$ cat src/hw/rtl/vdt_ram.sv
`timescale 1ns / 1ps
// Generic single-port RAM with registered read data.
// No dependencies; instantiated by the vertex dedup table.
module vdt_ram #(
    parameter int WIDTH = 8,
    parameter int DEPTH = 16
) (
    input  logic                     i_clk,
    input  logic                     i_we,
    input  logic [$clog2(DEPTH)-1:0] i_addr,
    input  logic [WIDTH-1:0]         i_wdata,
    output logic [WIDTH-1:0]         o_rdata
);

    logic [WIDTH-1:0] r_mem [DEPTH];
    logic [WIDTH-1:0] r_rdata;

    // Write or read one entry per cycle
    always_ff @(posedge i_clk) begin
        if (i_we) begin
            r_mem[i_addr] <= i_wdata;
        end else begin
            r_rdata <= r_mem[i_addr];
        end
    end

    assign o_rdata = r_rdata;

endmodule

$ cat config.mk
export PLATFORM = sky130hd
export DESIGN_NAME = vdt_ram
export DESIGN_NICKNAME = d
export VERILOG_FILES = /design/src/hw/rtl/vdt_ram.sv
export SDC_FILE = /design/constraint.sdc
export NUM_CORES = 1
export LEC_CHECK = 0
export ABC_AREA = 1
export BUFFER_PORTS_ARGS = -buffer_cell sky130_fd_sc_hd__buf_2
export CAP_MARGIN = 40
export CORE_MARGIN = 5
export CORE_UTILIZATION = 60
export DETAILED_ROUTE_END_ITERATION = 10
export PLACE_DENSITY = 0.89
export SLEW_MARGIN = 25
export SYNTH_ARGS = -nofsm -noshare
export SYNTH_HDL_FRONTEND = slang
export SYNTH_SLANG_ARGS = --single-unit
export TNS_END_PERCENT = 30
$ cat constraint.sdc
create_clock -name i_clk -period 5.3 [get_ports i_clk]
set_input_delay 1.06 -clock i_clk [delete_from_list [all_inputs] [get_ports i_clk]]
set_output_delay 1.06 -clock i_clk [all_outputs]
set_load 0.02 [all_outputs]
# Word-level counts from Yosys, hierarchy flattened
# Memory sizes are Yosys's and may differ from the RTL's. A register that Yosys moved wholly into a read port is not among the register bits.
# Cells that the tools add are included.
# W data, S select, Z words.
# op_classes
n_reduce_logical	1
n_mux	2
# op_table
operator	n
$mux W1	2
$logic_not A1 Y1	1
# word_totals
in_bits	14
regBits	0
mem_bits_rw	128
n_memories	1
# mem_list
name	depth	width	read_ports	rd_clocked_by_memory_dff	write_ports	line	text
r_mem	16	8	1	1	1	15	logic [WIDTH-1:0] r_mem [DEPTH];

# Longest topological paths before layout
# Gate-level depths: netlist of run 1.
# depth
depth_word	2
mapped_depth	11
depth_no_buf	9

# Worst setup path before layout of run 1
# Ideal clock, no wire load.
# synth_path
kind	input -> register
from	input port i_addr[1]
to	memory r_mem[3][0] (enable)
t_arrival_ns	2.067
path_buffers	2
setup_ns	0.370
stages	4
path_slack_ns	2.863
required_ns	4.930
cell_sequence	buf_2 clkbuf_1 nand3_1 nor2_1
# synth_lines
element	line	text
start, declared	10	input logic [$clog2(DEPTH)-1:0] i_addr,
end, declared	15	
# Straight into the memory's write port.

# Worst setup path in the final report of run 1
# layout_path
from	input port i_addr[0]
to	memory r_mem[14][0] (enable)
# Straight into the memory's write port.

==> out/metrics.cfg, run 1 <==
[outcome]
status = complete, no violations

[clock_tree]
cts_tree = built
cts.clk_slew.worst_paths_ns = 0.06
cts_max_path_buffers = 2
cts_resized = 0
root_buffer = clkbuf_8
cts_hold_buffers = 0
cts_sinks = 136
htreeDepth = 4
numCtsBuffers = 17
post_cts_buffers = 0
clk-insertion-delay-late_ns = 0.53

[timing]
fin_crit_sh_pct = 54.27
skew_ns = 0.007933
setup_viol_count_final = 0
fmax_mhz = 347.7
hold_viol = 0
worst_slew_pin_slew_ns = 0.7095
layout_setup_ws_ns = 2.424
rsz0062_at_grt = no
slew_headroom_pct = 52.53
fin_crit_ns = 2.876
setup-tns-final_ns = 0
drv_slew = 0

[die]
core_um2 = 9240
rows = 35
start_util_pct = 61.44
dieHeight_um = 107.3
die_w_um = 107.3
design.portCount = 22
die_area_um2 = 11510

[final_layout]
num-nets-final = 586
antennaDiodeCount = 0
layout-drive-gt1-share_pct = 9.231
areaGrowthSynthToFinish_pct = 14.28
mostFrequentLayoutCell = nand2_1
layout_common_cells = nand2_1, edfxtp_1, inv_1

[synth]
syn_area_um2 = 5677
avgSynthCellArea_um2 = 10.34
ys_seq_area_share_pct = 71.94
synth_cells = 549
ys_types = 10
synth-seq-cells = 136
yosys_warnings = 0
synth_nets = 563

[setup_path]
start_kind = primary input
cp-end-kind = flop
cp.required_ns = 5.46
worstSetupPathType = in -> reg
slowest_stage = nor2_1
crit_chain = buf_2, buf_4, inv_2, nand3_1, nor2_1
cp_slowest_stage_delay_ns = 0.64
path_max_fanout = 67
arrival_ns = 3.04

[power_and_ir_drop]
p_per_area_nw_per_um2 = 401.7
p_leak_nw = 2.768
irDropWorstVdd_v = 0.0002802

[route]
viasPerCell = 5.507
avgRoutedWirePerCell_um = 17.77
drt-total-wl_um = 12690
dr.pass1.iters = 6
detail-route-antenna-nets = 0
drc_errors = 0
initialDrtViolationCount = 531
vias = 3932

[place]
gp_congestion = 0.8526
dp_worst_setup_slack_ns = 1.819
hpwlAfterDp_um = 7166
portBuffers = 21

[global_routing]
antenna_found_initial = 0
grt_pass1_vias = 3809
grt_max_degree = 68
overflow = 0
grt_pass1_wl_um = 19600
grt_use_total_pct = 23.35

[flow_run]
max-cap-violations = 0

[min_path]
min-delay-path-class = reg -> reg

==> cells in the mapped netlist <==
| master | instances | area share (%) |
|---|---|---|
| buf_2 | 12 | 1.1 |
| buf_4 | 6 | 0.79 |
| clkbuf_1 | 3 | 0.20 |
| clkinv_1 | 1 | 0.066 |
| edfxtp_1 | 136 | 72 |
| inv_1 | 22 | 1.5 |
| inv_2 | 1 | 0.066 |
| nand2_1 | 346 | 23 |
| nand3_1 | 4 | 0.35 |
| nor2_1 | 18 | 1.2 |
==> logic make-up (layout without fill, tap and decap cells) <==
logic type             after synthesis  count (layout)  share of synthesized area (%)
buffers and inverters               45              81                          3.637
flip-flops                         136             136                          71.94
AND/OR/NAND/NOR                    368             368                          24.42
==> area by class of cell <==
type / count / area, um^2
well taps: 129 / 161.4
multi-input cells: 368 / 1386
flip-flops and latches: 136 / 4084
clock buffers: 19 / 421.7
clock inverters: 13 / 201.4
inverters: 24 / 90.09
repair buffers: 25 / 142.6
fillers: 547 / 2753
==> final timing paths <==
check / from / slack [ns] / cells past startpoint / to
setup / recovery: i_addr[0] / 2.42 / 5 / r_mem[14][0]$_DFFE_PP_
hold / removal: r_mem[1][1]$_DFFE_PP_ / 0.85 / 8 / o_rdata[1]$_DFFE_PN_
setup reg to reg: r_mem[4][2]$_DFFE_PP_ / 4.07 / 8 / o_rdata[2]$_DFFE_PN_
hold reg to reg: r_mem[1][1]$_DFFE_PP_ / 0.85 / 8 / o_rdata[1]$_DFFE_PN_
==> worst max-delay path, delay by kind of cell <==
kind	cells	cell delay, ns
buffers and inverters	3	0.96
and+or+nand+nor	2	0.99
==> metal layers <==
| layer | global-route usage (%) | part of all wire, % | up-vias |
|---|---|---|---|
| li1 | - | - | 1808 |
| met1 | 29.39 | 37 | 1796 |
| met2 | 39.01 | 50 | 284 |
| met3 | 5.519 | 11 | 44 |
| met4 | 9.680 | 2.5 | 0 |
| met5 | 0 | 0 | - |
==> metrics by stage <==
step | total power [mW] | cells | hold WS (ns) | utilization (%) | cell area (um^2)
after detailed placement | 1.382 | 680 | 0.7959 | 63.22 | 5842
after CTS | 2.603 | 712 | 0.8297 | 69.97 | 6465
after global routing | 2.679 | 714 | 0.8855 | 70.21 | 6487
final | 2.606 | 714 | 0.8535 | 70.21 | 6487
after global placement | 1.377 | 680 | 0.7872 | 63.22 | 5842
after floorplan | 1.330 | 549 | 0.7182 | - | 5677
==> flip-flops by register name, indices dropped and copies added (netlist names) <==
| register | flops |
|---|---|
| r_mem | 128 |
| o_rdata | 8 |
==> power by group <==
group	leakage, nW	internal (mW)	switching (mW)	total [mW]
Clock	0.301	0.809	0.428	1.24
Sequential	1.24	1.21	0.00632	1.22
Combinational	1.23	0.0360	0.115	0.151
Note: power is estimated with default switching activity, not from simulation.
==> run 2: changes to the inputs <==
Clock period 5.3 ns to 2.7 ns, I/O delays scaled along.
==> run 2 against run 1 <==
Effect of this change: register-to-register slack worse by 2.6 ns; cell count is 1.8% higher; sequential power rose by 96%; die area did not move; core utilization rose by 1.1 points; flip-flop and latch count did not move; non-clock buffer count grew 13; critical path depth is 1 higher; critical endpoint is now r_mem[4][0]$_DFFE_PP_; highest routed layer unchanged.
==> out/metrics.cfg, run 2 (synthesis gave the netlist of run 1 again) <==
[timing]
fin_crit_ns = 1.773
worst_slew_pin_slew_ns = 0.7359  ; +0.02641 ns
setup_viol_count_final = 0  ; unchanged
fin_crit_sh_pct = 65.68
hold_viol = 0  ; unchanged
setup-tns-final_ns = 0  ; unchanged
hold_ws_ns = 0.4582  ; -0.3953 ns
layout_setup_ws_ns = 0.9266  ; -1.497 ns
skew_ns = 0.004264  ; -0.003670 ns
drv_slew = 0  ; unchanged
rsz0062_at_grt = no
fmax_mhz = 563.9
slew_headroom_pct = 50.76  ; -1.8 points

[route]
vias = 4085  ; +3.9%
avgRoutedWirePerCell_um = 18.28  ; +2.9%
drt-total-wl_um = 13290  ; +4.7%
initialDrtViolationCount = 648  ; +22%
dr.pass1.iters = 6  ; unchanged
drc_errors = 0  ; unchanged
viasPerCell = 5.619  ; +2.0%
detail-route-antenna-nets = 0  ; unchanged

[clock_tree]
cts.clk_slew.worst_paths_ns = 0.06  ; about the same
cts_hold_buffers = 0  ; unchanged
post_cts_buffers = 0  ; unchanged
numCtsBuffers = 17  ; unchanged
clk-insertion-delay-late_ns = 0.52  ; about the same
root_buffer = clkbuf_8
cts_resized = 0  ; unchanged
cts_tree = built
cts_max_path_buffers = 2  ; unchanged
htreeDepth = 4  ; unchanged
cts_sinks = 136  ; unchanged

[place]
postPlaceCellArea_um2 = 5967  ; +2.1%
dp_worst_setup_slack_ns = 0.5276  ; -1.291 ns
gp_congestion = 0.9469  ; +11%
place_inst = 695  ; +2.2%
hpwlAfterDp_um = 7448  ; +3.9%
portBuffers = 21  ; unchanged

[power_and_ir_drop]
irDropWorstVdd_v = 0.0005636  ; +100%
p_leak_nw = 2.835  ; +2.4%
p_per_area_nw_per_um2 = 777.6  ; +94%
power.total_mw = 5.123  ; +97%

[setup_path]
r2r_cells = 8  ; unchanged
cp-end-kind = flop
arrival_ns = 2.00  ; -1.04 ns
cp.required_ns = 2.93  ; -2.53 ns
path_max_fanout = 21  ; -69%
start_kind = primary input
worstSetupPathType = in -> reg

[final_layout]
layout_common_cells = nand2_1, edfxtp_1, inv_1
num-nets-final = 599  ; +2.2%
final_area_um2 = 6589  ; +1.6%
final_cells = 727  ; +1.8%
mostFrequentLayoutCell = nand2_1
largest_reg_flops = 128  ; unchanged
max_flop_register = r_mem
antennaDiodeCount = 0  ; unchanged
post-route-util_pct = 71.31  ; +1.1 points
layout-drive-gt1-share_pct = 11.20  ; +2.0 points
n_fill_cell = 550  ; +0.55%
areaGrowthSynthToFinish_pct = 16.07

[die]
start_util_pct = 61.44  ; unchanged
dieHeight_um = 107.3  ; unchanged
die_w_um = 107.3  ; unchanged
core_um2 = 9240  ; unchanged
die_area_um2 = 11510  ; unchanged
design.portCount = 22  ; unchanged
rows = 35  ; unchanged

[global_routing]
grt_pass1_wl_um = 20430  ; +4.2%
grt_max_degree = 48  ; -29%
grt_use_total_pct = 24.39  ; +1.0 points
grt_pass1_vias = 3960  ; +4.0%
overflow = 0  ; unchanged
antenna_found_initial = 0  ; unchanged

[outcome]
status = complete, no violations

[min_path]
hold_depth = 1  ; -7
min-delay-path-class = in -> reg

[flow_run]
max-cap-violations = 0  ; unchanged

[run 2: layout make-up]
class                      instances  area [um^2]  share of cell area (%)
clock buffer                      17        414.1                   6.286
multi-input combinational        368         1386                   21.04
tap                              129        161.4                   2.450
inverter                          24        90.09                   1.367
sequential                       136         4084                   61.98
timing repair buffer              38        245.2                   3.722
clock inverter                    15        207.7                   3.152
[run 2: worst paths after layout]
path	slack, ns	from	endpoint
max	0.93	i_addr[0]	r_mem[4][0]$_DFFE_PP_
min	0.46	i_wdata[5]	r_mem[13][5]$_DFFE_PP_
max reg2reg	1.49	r_mem[15][3]$_DFFE_PP_	o_rdata[3]$_DFFE_PN_
min reg2reg	0.79	r_mem[3][1]$_DFFE_PP_	o_rdata[1]$_DFFE_PN_
[run 2: worst max-delay path: stages]
cell and delay (ns):
buf_2 0.24, inv_2 0.30, buf_4 0.26, nand3_1 0.24, nor2_1 0.21, buf_4 0.19
[run 2: routing by layer]
metal	global-route usage, %	vias to the layer above	part of all wire [%]
met2	40.93	334	50
met5	0	-	0
li1	-	1834	-
met4	9.863	0	3.1
met1	30.11	1856	35
met3	6.539	61	12
[run 2: where the power goes]
part           internal [mW]  total (mW)  switching (mW)
combinational         0.0770       0.303           0.226
sequential              2.38        2.39          0.0133
clock                   1.58        2.43           0.850
total                   4.03        5.12            1.09
==> run 3: changes to the inputs <==
Settings changed: CORE_UTILIZATION 60 to 55, PLACE_DENSITY 0.89 to 0.86.
Clock period 2.7 ns to 1.6 ns, I/O delays scaled along.
==> run 3 against run 2 <==
Effect of this change: total power up 63%; wire length shrank 5.3%; cell area is 1.1% higher; critical path type is now reg -> out.
==> out/metrics.cfg, run 3 (synthesis gave the netlist of run 1 again) <==
[setup_path]
slowest_stage = edfxtp_1
cp.required_ns = 1.28  ; -1.65 ns
cpLargestDelayFamily = flip-flops
start_kind = flop
path_max_fanout = 1  ; -95%
arrival_ns = 1.12  ; -0.88 ns
crit_chain = buf_2
crit_buf_inv = 1  ; -3
cp-end-kind = output port
cp_slowest_stage_delay_ns = 0.41  ; +0.11 ns
worstSetupPathType = reg -> out

[final_layout]
areaGrowthSynthToFinish_pct = 17.30
post-route-util_pct = 65.38  ; -5.9 points
final_cells = 746  ; +2.6%
antennaDiodeCount = 0  ; unchanged
max_flop_register = r_mem
num-nets-final = 611  ; +2.0%
layout_common_cells = nand2_1, edfxtp_1, buf_4
mostFrequentLayoutCell = nand2_1
layout-drive-gt1-share_pct = 13.61  ; +2.4 points
n_fill_cell = 719  ; +31%
largest_reg_flops = 128  ; unchanged

[timing]
drv_slew = 0  ; unchanged
hold_viol = 0  ; unchanged
worst_slew_pin_slew_ns = 0.3979  ; -0.3380 ns
fin_crit_sh_pct = 90.11
rsz0062_at_grt = no
fmax_mhz = 693.6
fin_crit_ns = 1.442
slew_headroom_pct = 73.47  ; +23 points
setup_viol_count_final = 0  ; unchanged
skew_ns = 0.005877  ; +0.001613 ns

[route]
dr.pass1.iters = 6  ; unchanged
initialDrtViolationCount = 377  ; -42%
drc_errors = 0  ; unchanged
detail-route-antenna-nets = 0  ; unchanged
avgRoutedWirePerCell_um = 16.87  ; -7.7%
drt-total-wl_um = 12590  ; -5.3%
vias = 3948  ; -3.4%
viasPerCell = 5.292  ; -5.8%

[global_routing]
busiest_layer = met2
grt_pass1_wl_um = 20170  ; -1.3%
grtUsageMet3_pct = 4.837  ; -1.7 points
gr-usage-met1_pct = 28.01  ; -2.1 points
met2_usage_pct = 34.94  ; -6.0 points
grt_max_degree = 32  ; -33%
grt_pass1_vias = 3834  ; -3.2%
grt_use_total_pct = 21.32  ; -3.1 points
antenna_found_initial = 0  ; unchanged
overflow = 0  ; unchanged

[clock_tree]
cts_hold_buffers = 0  ; unchanged
cts.clk_slew.worst_paths_ns = 0.06  ; about the same
numCtsBuffers = 17  ; unchanged
htreeDepth = 4  ; unchanged
root_buffer = clkbuf_8
post_cts_buffers = 0  ; unchanged
cts_sinks = 136  ; unchanged
cts_resized = 0  ; unchanged
cts_max_path_buffers = 2  ; unchanged
cts_tree = built
clk-insertion-delay-late_ns = 0.53  ; about the same

[die]
rows = 37  ; +5.7%
design.portCount = 22  ; unchanged
core_um2 = 10180  ; +10%
start_util_pct = 55.74  ; -5.7 points
dieHeight_um = 111.6  ; +4.0%
die_area_um2 = 12450  ; +8.2%
die_w_um = 111.6  ; +4.0%

[min_path]
min-delay-path-class = in -> reg

[place]
hpwlAfterDp_um = 7844  ; +5.3%
place_inst = 714  ; +2.7%
gp_congestion = 0.8797  ; -7.1%
portBuffers = 21  ; unchanged

[power_and_ir_drop]
p_leak_nw = 2.880  ; +1.6%
p_per_area_nw_per_um2 = 1251  ; +61%
power.total_mw = 8.328  ; +63%
irDropWorstVdd_v = 0.0006719  ; +19%

[outcome]
status = complete, no violations

[flow_run]
max-cap-violations = 0  ; unchanged

-- run 3: final timing paths --
path	startpoint	endpoint	slack, ns	cells past startpoint
max	o_rdata[1]$_DFFE_PN_	o_rdata[1]	0.16	1
min	i_wdata[0]	r_mem[4][0]$_DFFE_PP_	0.23	1
max reg2reg	r_mem[6][4]$_DFFE_PP_	o_rdata[4]$_DFFE_PN_	0.37	8
min reg2reg	r_mem[11][1]$_DFFE_PP_	o_rdata[1]$_DFFE_PN_	0.80	8
-- run 3: routing by layer --
layer / vias to the layer above / part of all wire (%)
li1: 1869 / -
met1: 1860 / 41
met2: 195 / 50
met3: 24 / 7.0
met4: 0 / 1.9
met5: - / 0
-- run 3: power breakdown --
part	switching, mW	internal [mW]	leakage (nW)
Combinational	0.370	0.148	1.37
Sequential	0.0237	4.01	1.24
Clock	1.52	2.25	0.277
Total	1.92	6.41	2.88
-- run 3: final cells by class --
type	instances	area (um^2)	share of cell area [%]
Multi-Input combinational cell	368	1386	20.82
Inverter	24	90.09	1.353
Clock inverter	15	166.4	2.499
Tap cell	136	170.2	2.555
Clock buffer	17	414.1	6.219
Timing Repair Buffer	50	347.8	5.224
Sequential cell	136	4084	61.33
-- run 3: metrics by stage --
stage | TNS, ns | hold WS [ns] | worst slack [ns] | instance area, um^2
after floorplan | -7.578 | 0.4189 | -0.09718 | 5677
after global placement | 0 | 0.7572 | 0.07552 | 6078
after detailed placement | 0 | 0.7670 | 0.03589 | 6078
after CTS | 0 | 0.2070 | 0.1457 | 6659
after global routing | 0 | 0.2200 | 0.1296 | 6659
final | 0 | 0.2265 | 0.1583 | 6659
