===== src/hw/rtl/vdt_pkg.sv =====
`timescale 1ns / 1ps
// Shared types and defaults for the vertex dedup table.
// No dependencies; used by the table top level, the hash pipeline and the checker.
package vdt_pkg;

    // Default table depth and width of the per-entry mesh tag
    localparam int VDT_TABLE_ENTRIES = 1024;
    localparam int VDT_EPOCH_W       = 8;
    localparam int VDT_WORD_W        = 32;

    // Folded position key: word 0 is x, word 1 is y, word 2 is z
    typedef logic [2:0][VDT_WORD_W-1:0] t_vdt_key;

    // Input beat
    typedef struct packed {
        logic [31:0] pos_x;
        logic [31:0] pos_y;
        logic [31:0] pos_z;
        logic        start_mesh;
    } t_vdt_in;

    // Result beat
    typedef struct packed {
        logic [9:0]  merged_index;
        logic        is_new;
        logic        overflow;
        logic [15:0] input_number;
        logic [10:0] unique_count;
    } t_vdt_out;

endpackage


===== src/hw/rtl/vdt_hash.sv =====
`timescale 1ns / 1ps
// Hash pipeline: mixes the folded key and reduces it modulo the table depth.
// Depends on vdt_pkg for the key type.
module vdt_hash import vdt_pkg::*; #(
    parameter int TABLE_ENTRIES = VDT_TABLE_ENTRIES
) (
    input  logic                             i_clk,
    input  logic                             i_rst_n,
    input  logic                             i_go,
    input  t_vdt_key                         i_key,
    output logic                             o_valid,
    output logic [$clog2(TABLE_ENTRIES)-1:0] o_slot
);

    localparam int          AW         = $clog2(TABLE_ENTRIES);
    localparam logic [31:0] MIX_X      = 32'h9E37_79B1;
    localparam logic [31:0] MIX_Y      = 32'h85EB_CA77;
    localparam logic [31:0] MIX_Z      = 32'hC2B2_AE3D;
    localparam logic [63:0] RECIP_WIDE = (64'd1 << 32) / 64'(TABLE_ENTRIES);
    localparam logic [31:0] RECIP      = RECIP_WIDE[31:0];
    localparam logic [31:0] MODULUS    = 32'(TABLE_ENTRIES);

    logic          r_v1, r_v2, r_v3, r_v4;
    logic [31:0]   r_mx, r_my, r_mz;
    logic [31:0]   r_h, r_h2, r_q, r_qn;
    logic [AW-1:0] r_slot;
    logic [31:0]   w_mix, w_h, w_qn, w_rem, w_red;
    logic [63:0]   w_prod;

    // Stage 2: fold the products and estimate the quotient by reciprocal
    assign w_mix  = r_mx ^ r_my ^ r_mz;
    assign w_h    = w_mix ^ (w_mix >> 16);
    assign w_prod = 64'(w_h) * 64'(RECIP);
    // Stage 3: quotient times depth, never above the hash itself
    assign w_qn   = r_q * MODULUS;
    // Stage 4: remainder is below twice the depth, so one correction
    assign w_rem  = r_h2 - r_qn;
    assign w_red  = (w_rem >= MODULUS) ? (w_rem - MODULUS) : w_rem;

    // Advance the stage valids
    always_ff @(posedge i_clk) begin
        if (!i_rst_n) begin
            r_v1 <= 1'b0;
            r_v2 <= 1'b0;
            r_v3 <= 1'b0;
            r_v4 <= 1'b0;
        end else begin
            r_v1 <= i_go;
            r_v2 <= r_v1;
            r_v3 <= r_v2;
            r_v4 <= r_v3;
        end
    end

    // Stage payloads
    always_ff @(posedge i_clk) begin
        r_mx   <= i_key[0] * MIX_X;
        r_my   <= i_key[1] * MIX_Y;
        r_mz   <= i_key[2] * MIX_Z;
        r_h    <= w_h;
        r_q    <= w_prod[63:32];
        r_h2   <= r_h;
        r_qn   <= w_qn;
        r_slot <= w_red[AW-1:0];
    end

    assign o_valid = r_v4;
    assign o_slot  = r_slot;

endmodule


===== config.mk =====
export PLATFORM = sky130hd
export DESIGN_NAME = vdt_hash
export DESIGN_NICKNAME = d
export VERILOG_FILES = /design/src/hw/rtl/vdt_pkg.sv /design/src/hw/rtl/vdt_hash.sv
export SDC_FILE = /design/constraint.sdc
export NUM_CORES = 1
export LEC_CHECK = 0
export BUFFER_PORTS_ARGS = -buffer_cell sky130_fd_sc_hd__clkbuf_2
export CELL_PAD_IN_SITES_DETAIL_PLACEMENT = 1
export CELL_PAD_IN_SITES_GLOBAL_PLACEMENT = 1
export CORE_MARGIN = 8
export CORE_UTILIZATION = 52
export DETAILED_ROUTE_END_ITERATION = 8
export PLACE_DENSITY_LB_ADDON = 0.08
export SYNTH_ARGS = -nofsm -noshare
export SYNTH_HDL_FRONTEND = slang
export SYNTH_SLANG_ARGS = --single-unit

===== constraint.sdc =====
create_clock -name i_clk -period 8.5 [get_ports i_clk]
set_clock_uncertainty 0.15 [all_clocks]
set_input_delay 0.425 -clock i_clk [delete_from_list [all_inputs] [get_ports i_clk]]
set_output_delay 0.425 -clock i_clk [all_outputs]
set_load 0.01 [all_outputs]

* After elaboration in Yosys (flattened, before gate mapping)
Cells that the tools add are included.
** Operators by class
- $add $sub $neg :: 2
- Multiply operators :: 3
- Divide/modulo/power cells :: 0
- $lt $le $gt $ge :: 1
- Equality and inequality tests :: 0
- Shifts and indexed selects :: 0
- Muxes and demuxes :: 1
- Bitwise gates (word level) :: 3
- Reductions and logical operators :: 0
** Operators by type and width (count)
- $mul A32 B32 Y32 const B :: 2
- $xor A32 B32 Y32 :: 2
- $ge A32 B11 Y1 const B :: 1
- $mul A32 B31 Y32 const B :: 1
- $sub A32 B32 Y32 :: 1
- $xor A32 B16 Y32 :: 1
- $mux W10 :: 1
- $sub A10 B1 Y10 const B :: 1
** Word-level totals
- Register bits :: 218
- Latch bits :: 0
- Memory bits (writable) :: 0
- ROM bits :: 0
- Bits of input ports :: 99
- Output and inout bits :: 11
- Logic and storage cells :: 22
- Memories :: 0

* Logic depth before layout (Yosys ltp)
Gate-level depths: netlist (run 1).
- Word-level depth :: 3
- Gate-level depth with buffers :: 24
- Depth with buffers taken out :: 24

* Least setup slack after synthesis (run 1)
No wires, ideal clock.
- Path type :: input to register
- From :: in i_key[5] (netlist name)
- To :: reg r_mx[25]
- Setup time :: 118 ps
- Arrival time :: 5800 ps
- Data required time :: 8232 ps
- Slack :: 2432 ps
- Stages :: 22
- Path buffers :: 0
- Path through :: inv_1 fa_1 inv_1 fa_1 fa_1 inv_1 fa_1 inv_1 fa_1 fa_1 fa_1 inv_1 fa_1 inv_1 ha_1 a21o_1 a21oi_1 nor2b_1 o21ai_0 nand2b_1 a221o_1 xnor2_1
** On the way
- Cells in the longest elaborated chain, start to end :: 1
** RTL lines
- start: declaration :: line vdt_hash.sv:10 : input t_vdt_key i_key,
- $mul A32 B32 Y32 :: line vdt_hash.sv:57 : r_mx <= i_key[0] * MIX_X;
- end signal: assignment :: line vdt_hash.sv:57
- end: declaration :: line vdt_hash.sv:24 : logic [31:0] r_mx, r_my, r_mz;
No other way between the ends.
A chain may end at the register's enable or synchronous reset.

* Final worst setup path (run 1)
Same ends and word-level chain as after synthesis.

==> metrics.log, run 1 <==
INFO  metric post_synth_xor_area_fraction = roughly 7.4%
INFO  metric yosys_warnings = 0
INFO  metric synth.net_count = 3047
INFO  metric regToRegEndpoint = r_h[7]$_DFF_P_
INFO  metric globalplace.congestion = slightly below 0.9
INFO  metric synth_largest_area_cell = sky130_fd_sc_hd__fa_1
INFO  metric ioPinCount = 110
INFO  metric regToRegSetupSlack = 7.15 ns
INFO  metric syn_area_per_cell = 10.2 µm²
INFO  metric largest_family_of_logic_cells_by_synthesized_area = adder cells
INFO  metric tritoncts.num_buffers = 9
INFO  metric capture_endpoint_of_the_worst_hold_path = r_v1$_SDFF_PN0_
INFO  metric root_buffer_cell = sky130_fd_sc_hd__clkbuf_16
INFO  metric postRouteAntennaNets = 0
INFO  metric hp-class = in2reg
INFO  metric die_h = ~220 µm
INFO  metric drv.max_cap_violation_count = 0
INFO  metric clock_tree.htree_level_count = 3
INFO  metric detailedRoute.firstIterationViolations = 432
INFO  metric clockBufferDepth = 2
INFO  metric yosysUniqueCellTypes = 49
INFO  metric grt_first_pass_wirelength = 85300 µm
INFO  metric synth_enable_flop_cells = 0
INFO  metric hp-start = i_go
INFO  metric clkSlewWorstSetupHoldPaths = 0.07 ns
INFO  metric place.detailed.instances = 2716
INFO  metric crit_type = in2reg
INFO  metric synth.ff_latch_count = 94
INFO  metric first_global_vias = 16.2k
INFO  metric chipWidth = 218 µm
INFO  metric via_count = about 13k
INFO  metric timing.critical_path.to_type = flop
INFO  metric critPathRequiredTime = 8.59 ns
INFO  metric number_of_cell_rows = 74
INFO  metric arrival = 6.45 ns
INFO  metric area.growth.synth_to_final = 6.82%
INFO  metric syn_area = 21300 µm²
INFO  metric hold_viol_final = 0
INFO  metric finalMaxSlewViolations = 0
INFO  metric ctsHoldBuffers = 0
INFO  metric buffer_ports.inserted = 91
INFO  metric drt_pre_antenna_iters = 4
INFO  metric globalRouteOverflowTotal = 0
INFO  metric clock_tree_from_tritoncts = done
INFO  metric min_delay_path_depth = 2
INFO  metric number_of_antenna_violations_at_the_first_check_in_global_routing = 0
INFO  metric outcome = finished, final reports clean
INFO  metric final_design_area_no_fill = 22700 µm²
INFO  metric r2r_worst_path_depth = 3
INFO  metric floorplan.die_area = 47600 µm²
INFO  metric synth_compound_gate_area_share = 4.25%
INFO  metric cts_post_setup_buffers_inserted = 0
INFO  metric clock_period_minus_final_worst_setup_slack = 6.36 ns
INFO  metric dp_hpwl = around 48000 µm
INFO  metric asr_flop_ratio_synth = 0%
INFO  metric cts_resized = 0
INFO  metric drc = 0
INFO  metric totalNegativeSetupSlack = 0 ns
INFO  metric final_cell_count_no_fill = between 2k and 3k
INFO  metric critPathMaxFanout = 7
INFO  metric slew_headroom = between 50% and 60%
INFO  metric clock_latency = 0.35 ns
INFO  metric diodes_inserted = 0
INFO  metric netlist_top_cells_area = sky130_fd_sc_hd__fa_1 38%, sky130_fd_sc_hd__ha_1 27%, sky130_fd_sc_hd__inv_1 14%, sky130_fd_sc_hd__dfxtp_1 8.8%, sky130_fd_sc_hd__xnor2_1 6.0%
INFO  metric worstReg2RegStart = r_mx[23]$_DFF_P_
INFO  metric layout-drive-gt1-share = 5.45%
INFO  metric most_used_cells_in_the_layout_excluding_fill_and_tap_cells = 775 x sky130_fd_sc_hd__inv_1, 455 x sky130_fd_sc_hd__ha_1, 399 x sky130_fd_sc_hd__fa_1, 146 x sky130_fd_sc_hd__xnor2_1, 94 x sky130_fd_sc_hd__dfxtp_1
INFO  metric totalWireLength = 51400 µm
INFO  metric grt_usage = between 20% and 30%
INFO  metric final.period_utilization = 74.8%
INFO  metric route.detailed.wl_per_inst = roughly 19 µm
INFO  metric footprint_of_the_multi_input_gates = 16500 µm²
INFO  metric register_area = 1880 µm²
INFO  metric final_net_count = 3148
INFO  metric setup_violations = 0
INFO  metric syn-instance-count = 2094
INFO  metric tightest_slew = 0.721 ns
INFO  metric core_area = 40600 µm²
INFO  metric post_synth_and_or_nand_nor_area_fraction = 1.55%
INFO  metric synth-main-ff-cell = sky130_fd_sc_hd__dfxtp_1
INFO  metric unrepaired_setup_endpoints_after_global_routing = no
INFO  metric synth_seq_area_share = 8.84%
INFO  metric cp-start-kind = input port
INFO  metric placedInstanceArea = 22400 µm²
INFO  metric final.fill_count = 4568
INFO  metric final_common_cell = sky130_fd_sc_hd__inv_1
INFO  metric initial_core_util = between 50% and 60%
INFO  metric share_of_synthesized_cell_area_in_full_adder_half_adder_and_majority_cells = between 60% and 70%
INFO  metric synth_largest_type_area_fraction = ~38%
INFO  metric clock_sinks = 94
INFO  metric synth.mux.area_fraction = 0%
INFO  metric pin_count_of_the_biggest_net_entering_global_routing = 19
INFO  metric post_drt_via_cell_ratio = 4.92
INFO  metric fmaxAchievable = 157 MHz
cells by family after synthesis:
kind of cell	count (synthesis)
adder cells (fa/ha/maj)	854
buffers and inverters	776
XOR/XNOR	179
AO/OA/AOI/OAI	126
flip-flops	94
AND/OR/NAND/NOR	65
worst max-delay path by stage:
stage	startpoint	to	slack (ns)	cells past startpoint
2_1_floorplan	i_key[5]	r_mx[25]$_DFF_P_	2.43	22
3_3_place_gp	i_key[38]	r_my[25]$_DFF_P_	1.80	19
3_5_place_dp	i_key[39]	r_my[25]$_DFF_P_	1.76	19
4_1_cts	i_key[39]	r_my[25]$_DFF_P_	2.10	19
5_1_grt	i_key[7]	r_mx[25]$_DFF_P_	1.82	23
6_report	i_key[5]	r_mx[25]$_DFF_P_	2.14	23
synthesized netlist by cell type (2+ instances only):
library cell                  n
sky130_fd_sc_hd__a21o_1      24
sky130_fd_sc_hd__o21ai_1      5
sky130_fd_sc_hd__fa_1       399
sky130_fd_sc_hd__nand4_1      6
sky130_fd_sc_hd__a21oi_1     30
sky130_fd_sc_hd__a2111oi_0    3
sky130_fd_sc_hd__o21ai_0     17
sky130_fd_sc_hd__and2_1       5
sky130_fd_sc_hd__dfxtp_1     94
sky130_fd_sc_hd__o31ai_1      5
sky130_fd_sc_hd__o21bai_1     4
sky130_fd_sc_hd__nor2b_1      3
sky130_fd_sc_hd__o211ai_1     2
sky130_fd_sc_hd__inv_1      775
sky130_fd_sc_hd__a21oi_2      3
sky130_fd_sc_hd__nand2_1      9
sky130_fd_sc_hd__a211oi_1     5
sky130_fd_sc_hd__xnor2_1    146
sky130_fd_sc_hd__o21a_1       6
sky130_fd_sc_hd__nand3_1      9
sky130_fd_sc_hd__nor2_1      18
sky130_fd_sc_hd__nand2b_1     4
sky130_fd_sc_hd__ha_1       455
sky130_fd_sc_hd__xor2_1      33
sky130_fd_sc_hd__nor3_1       4
sky130_fd_sc_hd__a211o_1      3
sky130_fd_sc_hd__or3_1        2
sky130_fd_sc_hd__a31oi_1      2
sky130_fd_sc_hd__a2111oi_2    3
critical path: stages:
cell,delay [ns]
sky130_fd_sc_hd__clkbuf_2,0.23
sky130_fd_sc_hd__inv_1,0.20
sky130_fd_sc_hd__fa_1,0.57
sky130_fd_sc_hd__inv_1,0.05
sky130_fd_sc_hd__fa_1,0.38
sky130_fd_sc_hd__fa_1,0.49
sky130_fd_sc_hd__inv_1,0.05
sky130_fd_sc_hd__fa_1,0.47
sky130_fd_sc_hd__inv_1,0.05
sky130_fd_sc_hd__fa_1,0.48
sky130_fd_sc_hd__fa_1,0.46
sky130_fd_sc_hd__fa_1,0.51
sky130_fd_sc_hd__inv_1,0.05
sky130_fd_sc_hd__fa_1,0.48
sky130_fd_sc_hd__inv_1,0.04
sky130_fd_sc_hd__ha_1,0.33
sky130_fd_sc_hd__a21o_1,0.20
sky130_fd_sc_hd__a21oi_1,0.17
sky130_fd_sc_hd__nor2b_1,0.07
sky130_fd_sc_hd__o21ai_0,0.17
sky130_fd_sc_hd__nand2b_1,0.08
sky130_fd_sc_hd__a221o_1,0.36
sky130_fd_sc_hd__xnor2_1,0.14
stage by stage:
stage                     hold slack [ns]  util (%)  setup WS [ns]
final                               0.122      55.9           2.14
after global placement              0.161      55.1           1.80
after floorplan                     0.160         -           2.43
after CTS                           0.111      55.9           2.10
after detailed placement            0.163      55.1           1.76
after global routing                0.132      55.9           1.82
registers in the layout (all words and copies together), names as in the netlist:
signal   count
r_mz        20
r_my        20
r_h         10
o_valid      1
r_mx        20
o_slot      10
r_v3         1
r_v1         1
r_v2         1
r_h2        10
area by class of cell:
cell class              instances  share of cell area (%)
clock buffers                   9                   0.991
clock inverters                 7                   0.479
inverters                     775                    12.8
multi-input cells            1224                    72.5
flip-flops and latches         94                    8.28
well taps                     532                    2.93
repair buffers                 91                    2.00
routing by layer:
layer  vias to the layer above  part of all wire [%]  track usage, %
li1                       6407                     -               -
met1                      6854                    41            27.7
met2                       142                    55            44.3
met3                        39                   1.9            1.34
met4                         0                   1.8            4.84
met5                         -                     0               0
Power of run 1 is left out: the tool's default activity adds up to more than one toggle a clock period on the data nets, which glitch-free logic cannot reach.
==> inputs of run 2 (changes only) <==
- clock period: 8.5 -> 6.7 ns (I/O delays scaled with it)
==> run 2 against run 1 <==
- non-clock buffer count up 30
- cell area up 0.74%
- sequential share of layout area down 0.061 points
- die area unchanged
- final cell count up 1.1%
- global-route usage up 0.57 points
- flip-flop and latch count unchanged
- largest cell class unchanged
- highest routed layer unchanged
==> metrics.log, run 2 (synthesis gave the netlist of run 1 again) <==
INFO  metric largest_registers = r_mx x20, r_my x20, r_mz x20 (unchanged)
INFO  metric pin_count_of_the_biggest_net_entering_global_routing = 17 (was 19)
INFO  metric clock_tree.htree_level_count = 3 (unchanged)
INFO  metric first_global_vias = 16.7k (was 16.2k)
INFO  metric drv.max_cap_violation_count = 0 (unchanged)
INFO  metric register_area = 1880 µm² (unchanged)
INFO  metric cp-start-kind = input port (unchanged)
INFO  metric totalNegativeSetupSlack = 0 ns (unchanged)
INFO  metric ctsHoldBuffers = 0 (unchanged)
INFO  metric final_design_area_no_fill = 22900 µm² (was 22700 µm²)
INFO  metric timing.critical_path.to_type = flop (unchanged)
INFO  metric finalMaxSlewViolations = 0 (unchanged)
INFO  metric critPathMaxFanout = 6 (was 7)
INFO  metric buffer_ports.inserted = 91 (unchanged)
INFO  metric clkSlewWorstSetupHoldPaths = 0.07 ns (about the same)
INFO  metric diodes_inserted = 0 (unchanged)
INFO  metric detailedRoute.firstIterationViolations = 446 (was 432)
INFO  metric crit_type = in2reg (unchanged)
INFO  metric setup_violations = 0 (unchanged)
INFO  metric slew_headroom = 61.3% (was 51.5%)
INFO  metric footprint_of_the_multi_input_gates = 16500 µm² (unchanged)
INFO  metric floorplan.die_area = 47600 µm² (unchanged)
INFO  metric area.growth.synth_to_final = 7.61% (was 6.82%)
INFO  metric post_drt_via_cell_ratio = 4.99 (was 4.92)
INFO  metric die_h = 218 µm (unchanged)
INFO  metric grt_first_pass_wirelength = 86800 µm (was 85300 µm)
INFO  metric via_count = 13.8k (was 13.4k)
INFO  metric totalWireLength = 52800 µm (was 51400 µm)
INFO  metric clock_tree_from_tritoncts = done (unchanged)
INFO  metric layout-drive-gt1-share = 6.64% (was 5.45%)
INFO  metric outcome = finished, final reports clean (unchanged)
INFO  metric grt_util_met2 = 44.8% (was 44.3%)
INFO  metric final.fill_count = 4562 (was 4568)
INFO  metric most_used_cells_in_the_layout_excluding_fill_and_tap_cells = 775 x sky130_fd_sc_hd__inv_1, 455 x sky130_fd_sc_hd__ha_1, 399 x sky130_fd_sc_hd__fa_1, 146 x sky130_fd_sc_hd__xnor2_1, 94 x sky130_fd_sc_hd__dfxtp_1 (unchanged)
INFO  metric clockBufferDepth = 2 (unchanged)
INFO  metric ioPinCount = 110 (unchanged)
INFO  metric core_area = 40600 µm² (unchanged)
INFO  metric grtUsageMet1 = 27.6% (was 27.7%)
INFO  metric critPathRequiredTime = 6.83 ns (was 8.59 ns)
INFO  metric cts_post_setup_buffers_inserted = 0 (unchanged)
INFO  metric initial_core_util = 52.3% (unchanged)
INFO  metric tightest_slew = 0.565 ns (was 0.721 ns)
INFO  metric route.detailed.wl_per_inst = 19.1 µm (was 18.8 µm)
INFO  metric final_common_cell = sky130_fd_sc_hd__inv_1 (unchanged)
INFO  metric final_cell_count_no_fill = 2762 (was 2732)
INFO  metric root_buffer_cell = sky130_fd_sc_hd__clkbuf_16 (unchanged)
INFO  metric postRouteAntennaNets = 0 (unchanged)
INFO  metric number_of_antenna_violations_at_the_first_check_in_global_routing = 0 (unchanged)
INFO  metric arrival = 6.31 ns (was 6.45 ns)
INFO  metric drt_pre_antenna_iters = 4 (unchanged)
INFO  metric final.period_utilization = between 90 and 100%
INFO  metric chipWidth = 218 µm (unchanged)
INFO  metric hp-class = in2reg (unchanged)
INFO  metric hold_viol_final = 0 (unchanged)
INFO  metric globalRouteOverflowTotal = 0 (unchanged)
INFO  metric final_net_count = 3178 (was 3148)
INFO  metric cts_resized = 0 (unchanged)
INFO  metric clock_period_minus_final_worst_setup_slack = 6.18 ns
INFO  metric postLayoutCoreUtil = 56.3% (was 55.9%)
INFO  metric clock_sinks = 94 (unchanged)
INFO  metric fmaxAchievable = 162 MHz
INFO  metric drc = 0 (unchanged)
INFO  metric global_route.peak_usage_layer = met2 (unchanged)
INFO  metric dp_hpwl = 49300 µm (was 47700 µm)
INFO  metric unrepaired_setup_endpoints_after_global_routing = no (unchanged)
INFO  metric number_of_cell_rows = 74 (unchanged)
INFO  metric place.detailed.instances = 2746 (was 2716)
INFO  metric placedInstanceArea = 22600 µm² (was 22400 µm²)
INFO  metric clock_latency = 0.35 ns (about the same)
INFO  metric grt_util_met3 = 2.09% (was 1.34%)
INFO  metric globalplace.congestion = 0.869 (was 0.870)
INFO  metric grt_usage = 23.5% (was 23.0%)
INFO  metric tritoncts.num_buffers = 9 (unchanged)
-- run 2: cell type report --
| class | count | share of cell area, % |
|---|---|---|
| clock buffers | 11 | 1.02 |
| clock inverters | 5 | 0.191 |
| inverters | 775 | 12.7 |
| multi-input cells | 1224 | 72.0 |
| flip-flops and latches | 94 | 8.22 |
| well taps | 532 | 2.91 |
| repair buffers | 121 | 2.97 |
-- run 2: metrics by stage --
| step | worst slack, ns | hold WS (ns) |
|---|---|---|
| after floorplan | 0.722 | 0.160 |
| after global placement | 0.295 | 0.163 |
| after detailed placement | 0.129 | 0.163 |
| after CTS | 0.491 | 0.0302 |
| after global routing | 0.176 | 0.0395 |
| final | 0.521 | 0.0387 |
-- run 2: critical path, cell delays in order --
cell,delay (ns)
sky130_fd_sc_hd__clkbuf_2,0.18
sky130_fd_sc_hd__ha_1,0.38
sky130_fd_sc_hd__inv_1,0.07
sky130_fd_sc_hd__fa_1,0.37
sky130_fd_sc_hd__inv_1,0.12
sky130_fd_sc_hd__fa_1,0.43
sky130_fd_sc_hd__inv_1,0.08
sky130_fd_sc_hd__fa_1,0.41
sky130_fd_sc_hd__inv_1,0.09
sky130_fd_sc_hd__fa_1,0.42
sky130_fd_sc_hd__ha_1,0.30
sky130_fd_sc_hd__fa_1,0.48
sky130_fd_sc_hd__inv_1,0.05
sky130_fd_sc_hd__fa_1,0.48
sky130_fd_sc_hd__inv_1,0.04
sky130_fd_sc_hd__ha_1,0.29
sky130_fd_sc_hd__a2111oi_0,0.49
sky130_fd_sc_hd__o21ai_0,0.19
sky130_fd_sc_hd__a21oi_1,0.27
sky130_fd_sc_hd__buf_4,0.17
sky130_fd_sc_hd__o31ai_1,0.11
sky130_fd_sc_hd__a2111oi_0,0.37
sky130_fd_sc_hd__nand3b_1,0.18
-- run 2: path summary, 6_finish.rpt --
check	from	to	slack (ns)	cells after the start
setup / recovery	i_key[68]	r_mz[23]$_DFF_P_	0.52	23
hold / removal	i_go	r_v1$_SDFF_PN0_	0.04	2
setup reg to reg	r_mx[21]$_DFF_P_	r_h[5]$_DFF_P_	5.30	3
hold reg to reg	r_h[9]$_DFF_P_	r_h2[9]$_DFF_P_	0.17	0
-- run 2: layer usage --
layer,vias to the layer above,wire length (µm)
li1,6468,-
met1,7064,21500
met2,191,28500
met3,73,1250
met4,0,1590
met5,-,0
Power of run 2 is left out for the same reason.
==> inputs of run 3 (changes only) <==
- REMOVE_ABC_BUFFERS: default -> 1
==> run 3 against run 2 <==
- setup slack better by 0.030 ns
- die area did not move
- register-to-register slack worse by 0.03 ns
- routed wire length is 0.35% lower
- count of clock-buffer cells in the layout is 2 lower
- via count is 0.48% lower
- non-clock buffer count decreased by 1
- global-route usage grew 0.14 points
- utilization grew 0.068 points
- critical path depth shrank 3
==> metrics.log, run 3 (synthesis gave the netlist of run 1 again) <==
INFO  metric tightest_slew = 0.577 ns (was 0.565 ns)
INFO  metric detailedRoute.firstIterationViolations = 493 (was 446)
INFO  metric grt_first_pass_wirelength = 88000 µm (was 86800 µm)
INFO  metric tritoncts.num_buffers = 9 (unchanged)
INFO  metric worst_hold_slack = 0.0413 ns (was 0.0387 ns)
INFO  metric crit_type = in2reg (unchanged)
INFO  metric drc = 0 (unchanged)
INFO  metric critPathRequiredTime = 6.83 ns (about the same)
INFO  metric critPathMaxFanout = 6 (unchanged)
INFO  metric outcome = finished, final reports clean (unchanged)
INFO  metric final_design_area_no_fill = 22900 µm² (about the same)
INFO  metric drv.max_cap_violation_count = 0 (unchanged)
INFO  metric postRouteAntennaNets = 0 (unchanged)
INFO  metric number_of_cell_rows = 74 (unchanged)
INFO  metric cp-start-kind = input port (unchanged)
INFO  metric buffer_ports.inserted = 91 (unchanged)
INFO  metric ioPinCount = 110 (unchanged)
INFO  metric worst_path_largest_cell_delay = 0.55 ns (was 0.49 ns)
INFO  metric slew_headroom = 60.5% (was 61.3%)
INFO  metric finalMaxSlewViolations = 0 (unchanged)
INFO  metric placedInstanceArea = 22600 µm² (about the same)
INFO  metric final_common_cell = sky130_fd_sc_hd__inv_1 (unchanged)
INFO  metric unrepaired_setup_endpoints_after_global_routing = no (unchanged)
INFO  metric post_placement_setup_slack = 0.150 ns (was 0.129 ns)
INFO  metric chipWidth = 218 µm (unchanged)
INFO  metric root_buffer_cell = sky130_fd_sc_hd__clkbuf_16 (unchanged)
INFO  metric timing.critical_path.to_type = flop (unchanged)
INFO  metric cts_post_setup_buffers_inserted = 0 (unchanged)
INFO  metric totalNegativeSetupSlack = 0 ns (unchanged)
INFO  metric grt_usage = 23.7% (was 23.5%)
INFO  metric arrival = 6.28 ns (was 6.31 ns)
INFO  metric fmaxAchievable = 163 MHz (was 162 MHz)
INFO  metric setup_violations = 0 (unchanged)
INFO  metric clockBufferDepth = 2 (unchanged)
INFO  metric totalWireLength = 52700 µm (was 52800 µm)
INFO  metric die_h = 218 µm (unchanged)
INFO  metric pin_count_of_the_biggest_net_entering_global_routing = 21 (was 17)
INFO  metric globalRouteOverflowTotal = 0 (unchanged)
INFO  metric post_drt_via_cell_ratio = 4.97 (was 4.99)
INFO  metric globalplace.congestion = 0.908 (was 0.869)
INFO  metric dp_hpwl = 48800 µm (was 49300 µm)
INFO  metric worstPathCellList = clkbuf_2 -> ha_1 -> fa_1 -> fa_1 -> inv_1 -> fa_1 -> fa_1 -> fa_1 -> inv_1 -> fa_1 -> inv_1 -> fa_1 -> inv_1 -> ha_1 -> a21o_1 -> a21o_1 -> a2111oi_2 -> o31ai_1 -> a21oi_1 -> xnor2_1 (was clkbuf_2 -> ha_1 -> inv_1 -> fa_1 -> inv_1 -> fa_1 -> inv_1 -> fa_1 -> inv_1 -> fa_1 -> ha_1 -> fa_1 -> inv_1 -> fa_1 -> inv_1 -> ha_1 -> a2111oi_0 -> o21ai_0 -> a21oi_1 -> buf_4 -> o31ai_1 -> a2111oi_0 -> nand3b_1)
INFO  metric clkSlewWorstSetupHoldPaths = 0.08 ns (was 0.07 ns)
INFO  metric critical-path-slowest-cell = sky130_fd_sc_hd__fa_1 (was sky130_fd_sc_hd__a2111oi_0)
INFO  metric clock_tree_from_tritoncts = done (unchanged)
INFO  metric clock_period_minus_final_worst_setup_slack = 6.15 ns (was 6.18 ns)
INFO  metric ctsHoldBuffers = 0 (unchanged)
INFO  metric clock_latency = 0.36 ns (was 0.35 ns)
INFO  metric clock_sinks = 94 (unchanged)
INFO  metric drt_pre_antenna_iters = 4 (unchanged)
INFO  metric hp-class = in2reg (unchanged)
INFO  metric core_area = 40600 µm² (unchanged)
INFO  metric most_used_cells_in_the_layout_excluding_fill_and_tap_cells = 775 x sky130_fd_sc_hd__inv_1, 455 x sky130_fd_sc_hd__ha_1, 399 x sky130_fd_sc_hd__fa_1, 146 x sky130_fd_sc_hd__xnor2_1, 94 x sky130_fd_sc_hd__dfxtp_1 (unchanged)
INFO  metric final_net_count = 3177 (was 3178)
INFO  metric cpMostUsedCell = sky130_fd_sc_hd__fa_1
INFO  metric area.growth.synth_to_final = 7.74% (was 7.61%)
INFO  metric number_of_antenna_violations_at_the_first_check_in_global_routing = 0 (unchanged)
INFO  metric worstPathBufferInverterCount = 5 (was 8)
INFO  metric diodes_inserted = 0 (unchanged)
INFO  metric largest_registers = r_mx x20, r_my x20, r_mz x20 (unchanged)
INFO  metric cts_resized = 0 (unchanged)
INFO  metric floorplan.die_area = 47600 µm² (unchanged)
INFO  metric final.fill_count = 4557 (was 4562)
INFO  metric final_critical_path_setup_slack = 0.551 ns (was 0.521 ns)
INFO  metric first_global_vias = 16.7k (about the same)
INFO  metric initial_core_util = 52.3% (unchanged)
INFO  metric route.detailed.wl_per_inst = 19.1 µm (about the same)
INFO  metric cp_top_family = adder cells (unchanged)
INFO  metric final.period_utilization = 91.8% (was 92.2%)
INFO  metric clock_tree.htree_level_count = 3 (unchanged)
INFO  metric layout-drive-gt1-share = 6.68% (was 6.64%)
INFO  metric hold_viol_final = 0 (unchanged)
INFO  metric via_count = 13.7k (was 13.8k)
run 3: final timing paths:
kind | cells after the start | slack, ns | startpoint | endpoint
min reg2reg | 0 | 0.18 | r_h2[8]$_DFF_P_ | o_slot[8]$_DFF_P_
max reg2reg | 3 | 5.27 | r_mx[22]$_DFF_P_ | r_h[6]$_DFF_P_
max | 20 | 0.55 | i_key[69] | r_mz[22]$_DFF_P_
min | 2 | 0.04 | i_go | r_v1$_SDFF_PN0_
run 3: layer usage:
layer | share of wire, % | global-route usage (%) | vias to the layer above
met3 | 2.1 | 1.29 | 63
met1 | 42 | 29.1 | 7031
met2 | 54 | 44.8 | 177
li1 | - | - | 6459
met5 | 0 | 0 | -
met4 | 2.4 | 5.67 | 0
run 3: area by class of cell:
cell class              count  area, µm²  area share [%]
multi-input cells        1224      16500            71.9
clock buffers               9        225           0.982
well taps                 532        666            2.90
repair buffers            120        673            2.94
inverters                 775       2910            12.7
clock inverters             7       86.3           0.377
flip-flops and latches     94       1880            8.21
run 3: through the flow:
stage	cells	utilization (%)
global placement	2745	55.6
global route	2761	56.4
detailed placement	2745	55.6
CTS	2761	56.4
floorplan	2093	-
finish	2761	56.4
Power of run 3 is left out for the same reason.
